`src/hw/rtl/grid_line_of_sight_defines.svh`:
```
// Assertion macros shared by the line-of-sight block.
// Each macro expects signals named clk and arst_n in the scope where it is used.
`ifndef GRID_LINE_OF_SIGHT_DEFINES_SVH
`define GRID_LINE_OF_SIGHT_DEFINES_SVH

// The consequent must hold in the same cycle as the antecedent.
`define GLOS_ASSERT_SAME(lbl, ante, cons) \
	lbl: assert property (@(posedge clk) disable iff (!arst_n) (ante) |-> (cons)) \
		else $error("grid_line_of_sight: same-cycle check failed");

// The consequent must hold in the cycle after the antecedent.
`define GLOS_ASSERT_NEXT(lbl, ante, cons) \
	lbl: assert property (@(posedge clk) disable iff (!arst_n) (ante) |=> (cons)) \
		else $error("grid_line_of_sight: next-cycle check failed");

`endif

```
`src/hw/rtl/glos_pkg.sv`:
```
package glos_pkg;

	// Map size and derived widths.
	localparam int GRID_WIDTH  = 64;
	localparam int GRID_HEIGHT = 64;
	localparam int MAP_DEPTH   = GRID_WIDTH * GRID_HEIGHT;
	localparam int ADDR_W      = $clog2(MAP_DEPTH);

	// Coordinates are fixed at six bits by the item format.
	localparam int COORD_W = 6;
	// Crossing times reach (1 + 2 * 63) * 63, which fits in 2 * COORD_W + 1 bits.
	localparam int TIME_W  = 2 * COORD_W + 1;

	typedef logic [COORD_W-1:0] coord_t;
	typedef logic [TIME_W-1:0]  xtime_t;
	typedef logic [ADDR_W-1:0]  addr_t;

	// Which cell the datapath reads.
	typedef logic [2:0] rd_sel_t;
	localparam rd_sel_t SEL_START  = 3'd0;
	localparam rd_sel_t SEL_GOAL   = 3'd1;
	localparam rd_sel_t SEL_STEP_X = 3'd2;
	localparam rd_sel_t SEL_STEP_Y = 3'd3;
	localparam rd_sel_t SEL_DIAG   = 3'd4;

	typedef struct packed {
		logic    clr;     // write zero at the sweep counter
		logic    wr;      // store one map cell from the input word
		logic    load;    // latch a query
		logic    rd_en;   // read one cell and check it next cycle
		rd_sel_t rd_sel;
		logic    adv_x;
		logic    adv_y;
		logic    finish;  // present the result
	} cmd_t;

	typedef struct packed {
		logic clr_last;
		logic more;
		logic tie;
		logic x_first;
	} status_t;

	function automatic logic in_grid(coord_t x, coord_t y);
		return (int'(x) < GRID_WIDTH) && (int'(y) < GRID_HEIGHT);
	endfunction

	function automatic addr_t cell_addr(coord_t x, coord_t y);
		return ADDR_W'(int'(y) * GRID_WIDTH + int'(x));
	endfunction

endpackage

```
`src/hw/rtl/glos_ctrl.sv`:
```
module glos_ctrl (
	input  logic             clk,
	input  logic             arst_n,
	input  logic             start,
	input  logic             req_type,
	input  glos_pkg::status_t status,
	output glos_pkg::cmd_t   cmd,
	output logic             busy
);

	localparam logic [2:0] ST_CLEAR  = 3'd0;
	localparam logic [2:0] ST_IDLE   = 3'd1;
	localparam logic [2:0] ST_RD_S   = 3'd2;
	localparam logic [2:0] ST_RD_G   = 3'd3;
	localparam logic [2:0] ST_WALK   = 3'd4;
	localparam logic [2:0] ST_SIDE_Y = 3'd5;
	localparam logic [2:0] ST_DIAG   = 3'd6;
	localparam logic [2:0] ST_FINISH = 3'd7;

	logic [2:0] state_q;
	logic [2:0] state_d;

	assign busy = (state_q != ST_IDLE);

	always_comb begin
		state_d = state_q;
		cmd     = '0;
		cmd.rd_sel = glos_pkg::SEL_START;
		unique case (state_q)
			ST_CLEAR: begin
				cmd.clr = 1'b1;
				if (status.clr_last) begin
					state_d = ST_IDLE;
				end
			end
			ST_IDLE: begin
				if (start) begin
					if (req_type) begin
						cmd.load = 1'b1;
						state_d  = ST_RD_S;
					end else begin
						cmd.wr = 1'b1;
					end
				end
			end
			ST_RD_S: begin
				cmd.rd_en  = 1'b1;
				cmd.rd_sel = glos_pkg::SEL_START;
				state_d    = ST_RD_G;
			end
			ST_RD_G: begin
				cmd.rd_en  = 1'b1;
				cmd.rd_sel = glos_pkg::SEL_GOAL;
				state_d    = ST_WALK;
			end
			ST_WALK: begin
				priority if (!status.more) begin
					state_d = ST_FINISH;
				end else if (status.tie) begin
					// First side cell of a diagonal step.
					cmd.rd_en  = 1'b1;
					cmd.rd_sel = glos_pkg::SEL_STEP_X;
					state_d    = ST_SIDE_Y;
				end else if (status.x_first) begin
					cmd.rd_en  = 1'b1;
					cmd.rd_sel = glos_pkg::SEL_STEP_X;
					cmd.adv_x  = 1'b1;
				end else begin
					cmd.rd_en  = 1'b1;
					cmd.rd_sel = glos_pkg::SEL_STEP_Y;
					cmd.adv_y  = 1'b1;
				end
			end
			ST_SIDE_Y: begin
				cmd.rd_en  = 1'b1;
				cmd.rd_sel = glos_pkg::SEL_STEP_Y;
				state_d    = ST_DIAG;
			end
			ST_DIAG: begin
				cmd.rd_en  = 1'b1;
				cmd.rd_sel = glos_pkg::SEL_DIAG;
				cmd.adv_x  = 1'b1;
				cmd.adv_y  = 1'b1;
				state_d    = ST_WALK;
			end
			ST_FINISH: begin
				cmd.finish = 1'b1;
				state_d    = ST_IDLE;
			end
		endcase
	end

	always_ff @(posedge clk or negedge arst_n) begin
		if (!arst_n) begin
			state_q <= ST_CLEAR;
		end else begin
			state_q <= state_d;
		end
	end

endmodule

```
`config.mk`:
```
export PLATFORM = sky130hd
export DESIGN_NAME = glos_ctrl
export DESIGN_NICKNAME = d
export VERILOG_FILES = /design/src/hw/rtl/grid_line_of_sight_defines.svh /design/src/hw/rtl/glos_pkg.sv /design/src/hw/rtl/glos_ctrl.sv
export SDC_FILE = /design/constraint.sdc
export NUM_CORES = 1
export LEC_CHECK = 0
export BUFFER_PORTS_ARGS = -buffer_cell sky130_fd_sc_hd__buf_2
export CORE_AREA = 2 2 39 41
export CTS_CLUSTER_DIAMETER = 40
export DETAILED_ROUTE_END_ITERATION = 16
export DIE_AREA = 0 0 41 43
export PLACE_DENSITY = 0.48
export SYNTH_ARGS = -nofsm -noshare
export SYNTH_HDL_FRONTEND = slang
export SYNTH_SLANG_ARGS = --single-unit
```
`constraint.sdc`:
```
create_clock -name clk -period 2.5 [get_ports clk]
set_input_delay 0.25 -clock clk [delete_from_list [all_inputs] [get_ports clk]]
set_output_delay 0.25 -clock clk [all_outputs]
set_load 0.01 [all_outputs]
```
* Word-level counts from Yosys, hierarchy flattened
Index checks and enable logic that the tools add are counted.
** Word-level totals
- Logic and storage cells :: 36
- Input bits :: 8
- Register bits after elaboration :: 3
** Operators by class
- Reductions and logical operators :: 3
- Mux-type cells :: 20
- Equal/unequal tests :: 12
** Operators with widths (number)
- $pmux W3 S7 :: 1
- $pmux W4 S5 :: 1
- $mux W3 :: 5
- $eq A3 B3 Y1 const B :: 4
- $mux W1 :: 8
- $eq A3 B2 Y1 const B :: 2
- $mux W2 :: 3
- $mux W6 :: 1
- $ne A2 B2 Y1 const B :: 3
- $pmux W2 S2 :: 1
- $reduce_and A4 Y1 :: 1
- $eq A3 B1 Y1 const B :: 1
- $logic_not A3 Y1 :: 1
- $ne A3 B1 Y1 const B :: 1
- $ne A3 B3 Y1 const B :: 1
- $reduce_or A2 Y1 :: 1

* Longest topological paths before layout
Gate-level depths: netlist (run 1).
- Word-level depth :: 4
- Gate-level depth with buffers :: 4
- Mapped depth without buffers :: 3

* Worst setup path after synthesis (run 1)
No wires, ideal clock.
- Kind :: register to output
- From :: register state_q[2]
- To :: output port cmd[8] (netlist name)
- Setup slack :: 1.159 ns
- Path buffers :: 1
- Cell stages (with the launch flop) :: 5
- Required time :: 2.250 ns
- Arrival :: 1.091 ns
- Path through :: dfrtp_1 buf_2 nor2_2 nand2_1 nor3b_1
** RTL lines
- start, declared :: line glos_ctrl.sv:20 : logic [2:0] state_q;
- start signal, assigned :: line glos_ctrl.sv:97 : state_q <= state_d;
- end, declared :: line glos_ctrl.sv:7 : output glos_pkg::cmd_t cmd,

==> summary.md, run 1 <==
| Metric | Value |
|---|---|
| Largest net degree at the start of global routing | 14 |
| Met1 Resource Use GR | 13.6% |
| Clock network power share | 16.2% |
| Total gr overflow | 0 |
| Largest register FFs | 3 |
| Largest cells by area after synthesis | dfrtp_1 (26%), nor2_1 (8.9%), nand2_1 (7.7%), nor3b_1 (5.1%), a31oi_1 (4.3%) |
| Fill cells | 156 |
| Internal | roughly 0.29 mW |
| Total Neg Setup Slack | 0 ns |
| Final Util | a little under a third |
| Final Power | 0.535 mW |
| Post-synth top area share | between 20% and 30% |
| CTS tree | yes |
| Power per cell area | 1260 nW/um^2 |
| Placed cell area | 387 sq um |
| TritonCTS buffer count | 3 |
| Post-Route WL | roughly 720 um |
| Synth Instances | 42 |
| Leak | between 0.2 and 0.25 nW |
| Minimum clock period | 1.60 ns |
| Synth Register Bits | 3 |
| Setup crit start | state_q[1] |
| Worst-path fanout max | 13 |
| Detailed-route DRC error count | 0 |
| Post-route clock period utilization | 64.0% |
| Num ports | 19 |
| H-tree Lvls | 1 |
| Unique masters post-synth | 23 |
| Core box area | around 1400 sq um |
| Vias in the first global route | 301 |
| First-iteration detailed-routing DRC count | 5 |
| Synth area leader | dfrtp_1 |
| CP Capture Point | cmd[8] |
| Die Footprint | 1760 sq um |
| Syn_nets | 50 |
| Met2 GRT Util | between 10% and 20% |
| Reg2Reg Launch Point | state_q[2] |
| Comb power frac | 54.7% |
| Headroom to the max-slew limit | roughly 72% |
| Via/cell ratio | 4.45 |
| GR met3 Demand/Resource | around 1.6% |
| GR peak layer | met2 |
| Status | finished, final reports clean |
| Synthesis Warnings | 0 |
| Sequential area share after synthesis | 25.5% |
| Fin area | roughly 420 sq um |
| Clock Skew | 0.00496 ns |
| CTS-repair resized insts | 0 |
| Post-DP HPWL | 521 um |
| CP Data Required Time | ~2.3 ns |
| Total clock sinks | 3 |
| DRT antenna net count | 0 |
| Starting density of the core | 21.2% |
| GRT Util Overall | 10.3% |
| Clock Latency Late Sink | 0.23 ns |
| Setup bufs post-CTS | 0 |
| Sequential Power Share | 29.1% |
| RSZ-0062 raised after global routing | no |
| Sw frac | 46.6% |
| Mapped cell area | 294 sq um |
| Hold Buf Count CTS | 1 |
| Clock transition at the registers of the reported paths | 0.04 ns |
| R2R setup slack | 1.26 ns |
| Max-slew violation count | 0 |
| Clock root cell | clkbuf_4 |
| Type of origin of the critical path | flip-flop |
| Crit. End Element | output pin |
| R2R Path End | state_q[0] |
| Worst Path Arrival | 1.35 ns |
| First-pass GRT wire length | 1.23 mm |
| FMAX | 625 MHz |
| Hold Path Class | in2async |
| Longest Clk Path Bufs | 2 |
| Detailed-route via count | around 350 |
| Finish-stage setup viols | 0 |
| ANT cells | 0 |
| Die extent in x | 41 um |
| Routability Congestion | 0.697 |
| Share of cells above drive strength 1 | 35.5% |
| Port bufs | 18 |
| Final Hold Viols | 0 |
| Slew @ Worst Pin | 0.418 ns |
| Area Overhead vs Synth | 43.8% |
| Max Cap Viol | 0 |
| NetSw | 0.249 mW |
| Worst vdd ir | 0.338 mV |
| Top flop regs | state_q x3 |
| Initial antenna violation count | 0 |
| Row count | 14 |
| Nets | 71 |
| CP Class | reg2out |
| Drt pass-1 iters | 3 |
| Die Span Y | about 43 um |
| Syn_area_per_cell | between 7 and 8 sq um |
| R2R depth | 3 |
| Largest Register | state_q |
| DR WL/cell | 9.22 um |
| Worst hold margin | 0.334 ns |
-- power by group through the flow --
stage                     logic (mW)  clock network [mW]  registers [mW]
after floorplan                0.276                   0          0.0905
after global placement         0.298                   0           0.156
after detailed placement       0.296                   0           0.158
after CTS                      0.298              0.0879           0.156
after global routing           0.340              0.0933           0.170
final                          0.293              0.0866           0.156
-- routing by layer --
metal	up-vias	wire length, um
met5	-	0
met4	0	17
met3	2	65
met2	16	295
met1	145	340
li1	184	-
-- area by class of cell --
type                       instances  area (sq um)  area share, %
inverter                           1          3.75          0.888
multi-input combinational         35           198           46.7
sequential                         3          75.1           17.8
timing repair buffer              19           100           23.7
clock buffer                       4          26.3           6.21
tap                               16          20.0           4.73
-- worst min-delay path by stage --
stage	to	slack, ns	depth (start not counted)
2_1_floorplan	state_q[0]	-0.05	0
3_3_place_gp	state_q[1]	0.05	1
3_5_place_dp	state_q[1]	0.05	1
4_1_cts	state_q[2]	0.34	2
5_1_grt	state_q[1]	0.37	2
6_report	state_q[2]	0.33	2
-- stage by stage --
step | std cells | setup slack [ns]
2_1_floorplan | 42 | 1.16
3_3_place_gp | 73 | 1.14
3_5_place_dp | 73 | 1.15
4_1_cts | 78 | 0.891
5_1_grt | 78 | 0.772
6_report | 78 | 0.901
-- placed cells by master (no fill, tap or decap) --
master and instances:
and3_1 1, nor3b_1 2, or2_1 1, nor2b_1 2, dlygate4sd3_1 1, buf_2 18
inv_1 1, and2_1 1, nand2b_1 2, a211oi_1 1, a22o_1 1, a31oi_1 2
o21ba_1 1, o21ai_1 1, a21oi_1 2, nor2_1 7, clkbuf_4 3, a21o_1 1
nor2_2 1, nand2_1 6, clkbuf_1 1, xor2_1 1, xnor2_1 1, nor3_1 1
dfrtp_1 3
-- synthesized netlist by cell type --
cell	n
nor2_1	7
nand2_1	6
dfrtp_1	3
a21oi_1	2
a31oi_1	2
buf_2	2
nand2b_1	2
nor2b_1	2
nor3b_1	2
a211oi_1	1
a21o_1	1
a22o_1	1
and2_1	1
and3_1	1
buf_4	1
inv_1	1
nor2_2	1
nor3_1	1
o21ai_1	1
o21ba_1	1
or2_1	1
xnor2_1	1
xor2_1	1
-- cells by family (layout without fill, tap and decap cells) --
kind of cell           after synthesis  in the layout  share of synthesized area, %
AO/OA/AOI/OAI                        9              9                          20.9
flip-flops                           3              3                          25.5
buffers and inverters                4             24                          7.23
XOR/XNOR                             2              2                          5.96
AND/OR/NAND/NOR                     24             24                          40.4
-- critical path, stage by stage (launching register included) --
cell and delay (ns):
dfrtp_1 0.52, nor2_2 0.18, nand2_1 0.09, nor3b_1 0.18
buf_2 0.15
(Power assumes the default switching activity.)
==> run 2: changes to the inputs <==
- clock period: 2.5 -> 1.6 ns (I/O delays scaled with it)
==> summary.md, run 2 (synthesized netlist as in run 1, its figures left out) <==
| Metric | Value |
|---|---|
| Setup ws final | between 0.1 and 0.15 ns |
| Type of origin of the critical path | flip-flop |
| Detailed-route DRC error count | 0 |
| Longest Clk Path Bufs | 2 |
| Pre-CTS setup slack | 0.330 ns |
| Slew @ Worst Pin | 0.270 ns |
| Vias in the first global route | 302 |
| Clock Skew | about 0.0053 ns |
| ANT cells | 0 |
| Crit. End Element | output pin |
| Post-Route WL | 760 um |
| Hold Path Class | in2async |
| Die Span Y | 43 um |
| Clock transition at the registers of the reported paths | ~0.04 ns |
| Headroom to the max-slew limit | between 80% and 90% |
| First-iteration detailed-routing DRC count | 2 |
| RSZ-0062 raised after global routing | no |
| TritonCTS buffer count | 3 |
| Final Hold Viols | 0 |
| Clock root cell | clkbuf_4 |
| Starting density of the core | around a fifth |
| Fin cells | 78 |
| H-tree Lvls | 1 |
| Total Neg Setup Slack | 0 ns |
| Commonest non-fill, non-tap cell in the layout | buf_2 |
| Placed cell area | 387 sq um |
| Largest Register | state_q |
| Seq. cell area | 78.8 sq um |
| Leak | 0.218 nW |
| Port bufs | 18 |
| Fill cells | approximately 160 |
| Die extent in x | 41 um |
| Row count | 14 |
| Multi-input combinational cell area | roughly 200 sq um |
| Fin area | 427 sq um |
| R2R Path End | state_q[0] |
| GRT Util Overall | around 11% |
| Largest register FFs | 3 |
| DR WL/cell | around 10 um |
| Clock Latency Late Sink | about 0.25 ns |
| Worst-path fanout max | 13 |
| Num ports | 19 |
| Max Cap Viol | 0 |
| Detailed-route via count | ~340 |
| FMAX | 687 MHz |
| DRT antenna net count | 0 |
| Finish-stage setup viols | 0 |
| Commonest cells after routing, fill and taps aside | buf_2 (18), nor2_1 (7), nand2_1 (6), clkbuf_4 (3), dfrtp_2 (3) |
| Status | finished, final reports clean |
| CP Class | reg2out |
| Drt pass-1 iters | 4 |
| R2R depth | 3 |
| Max-slew violation count | 0 |
| Nets | 71 |
| Worst Path Arrival | 1.30 ns |
| Routability Congestion | 0.697 |
| CTS tree | yes |
| Die Footprint | roughly 1800 sq um |
| Placed cell count | between 70 and 80 |
| Initial antenna violation count | 0 |
| Setup bufs post-CTS | 0 |
| Via/cell ratio | roughly 4.4 |
| Post-DP HPWL | 513 um |
| Total clock sinks | 3 |
| Minimum clock period | 1.46 ns |
| Top flop regs | state_q x3 |
| Core box area | 1380 sq um |
| Largest net degree at the start of global routing | 14 |
| R2R setup slack | 0.46 ns |
| Total gr overflow | 0 |
| Worst vdd ir | 0.568 mV |
| Power per cell area | between 2000 and 2500 nW/um^2 |
| First-pass GRT wire length | 1.28 mm |
| CP Data Required Time | 1.44 ns |
| Area Overhead vs Synth | 45.1% |
| Final Power | roughly 0.85 mW |
| Post-route clock period utilization | 91.0% |
| Reg2Reg Launch Point | state_q[2] |
| Share of cells above drive strength 1 | approximately 40% |
## run 2: layout make-up
cell class	instances	area share [%]
repair buffers	19	23.5
clock buffers	4	6.16
multi-input cells	35	46.3
inverters	1	0.880
well taps	16	4.69
flip-flops and latches	3	18.5
## run 2: worst max-delay path by stage
| stage | slack, ns | start | endpoint |
|---|---|---|---|
| after CTS | 0.06 | state_q[1] | cmd[8] |
| after global placement | 0.33 | state_q[1] | cmd[8] |
| after detailed placement | 0.33 | state_q[1] | cmd[8] |
| final | 0.14 | state_q[1] | cmd[8] |
| after global routing | 0.05 | state_q[1] | cmd[8] |
| after floorplan | 0.35 | state_q[2] | cmd[8] |
## run 2: report_power, final
group          internal [mW]  switching, mW  leakage (nW)
Sequential             0.125          0.128        0.0324
Combinational          0.237          0.220         0.171
Clock                 0.0942         0.0508        0.0150
## run 2: repair_timing
action	CTS	global route
hold buffers	1	0
setup endpoints to repair	0	4
endpoints found under the hold margin	3	0
resized for setup	0	3
## run 2: metrics by stage
| step | util, % | hold WS (ns) |
|---|---|---|
| final | 30.8 | 0.232 |
| after detailed placement | 27.9 | -0.0418 |
| after global routing | 30.8 | 0.270 |
| after global placement | 27.9 | -0.0417 |
| after CTS | 30.6 | 0.233 |
| after floorplan | - | -0.136 |
## run 2: worst max-delay path: stages, from the launching register on
cell	delay [ns]
dfrtp_2	0.49
nor2_2	0.15
nand2_1	0.09
nor3b_1	0.17
buf_2	0.15
## run 2: per-layer routing
layer,share of wire (%),vias up,routed length [um],GRT usage [%]
met5,0,-,0,0
met4,5.3,0,40,12.0
met3,9.3,4,71,1.57
met2,38,18,285,14.1
met1,48,142,362,14.6
li1,-,179,-,-
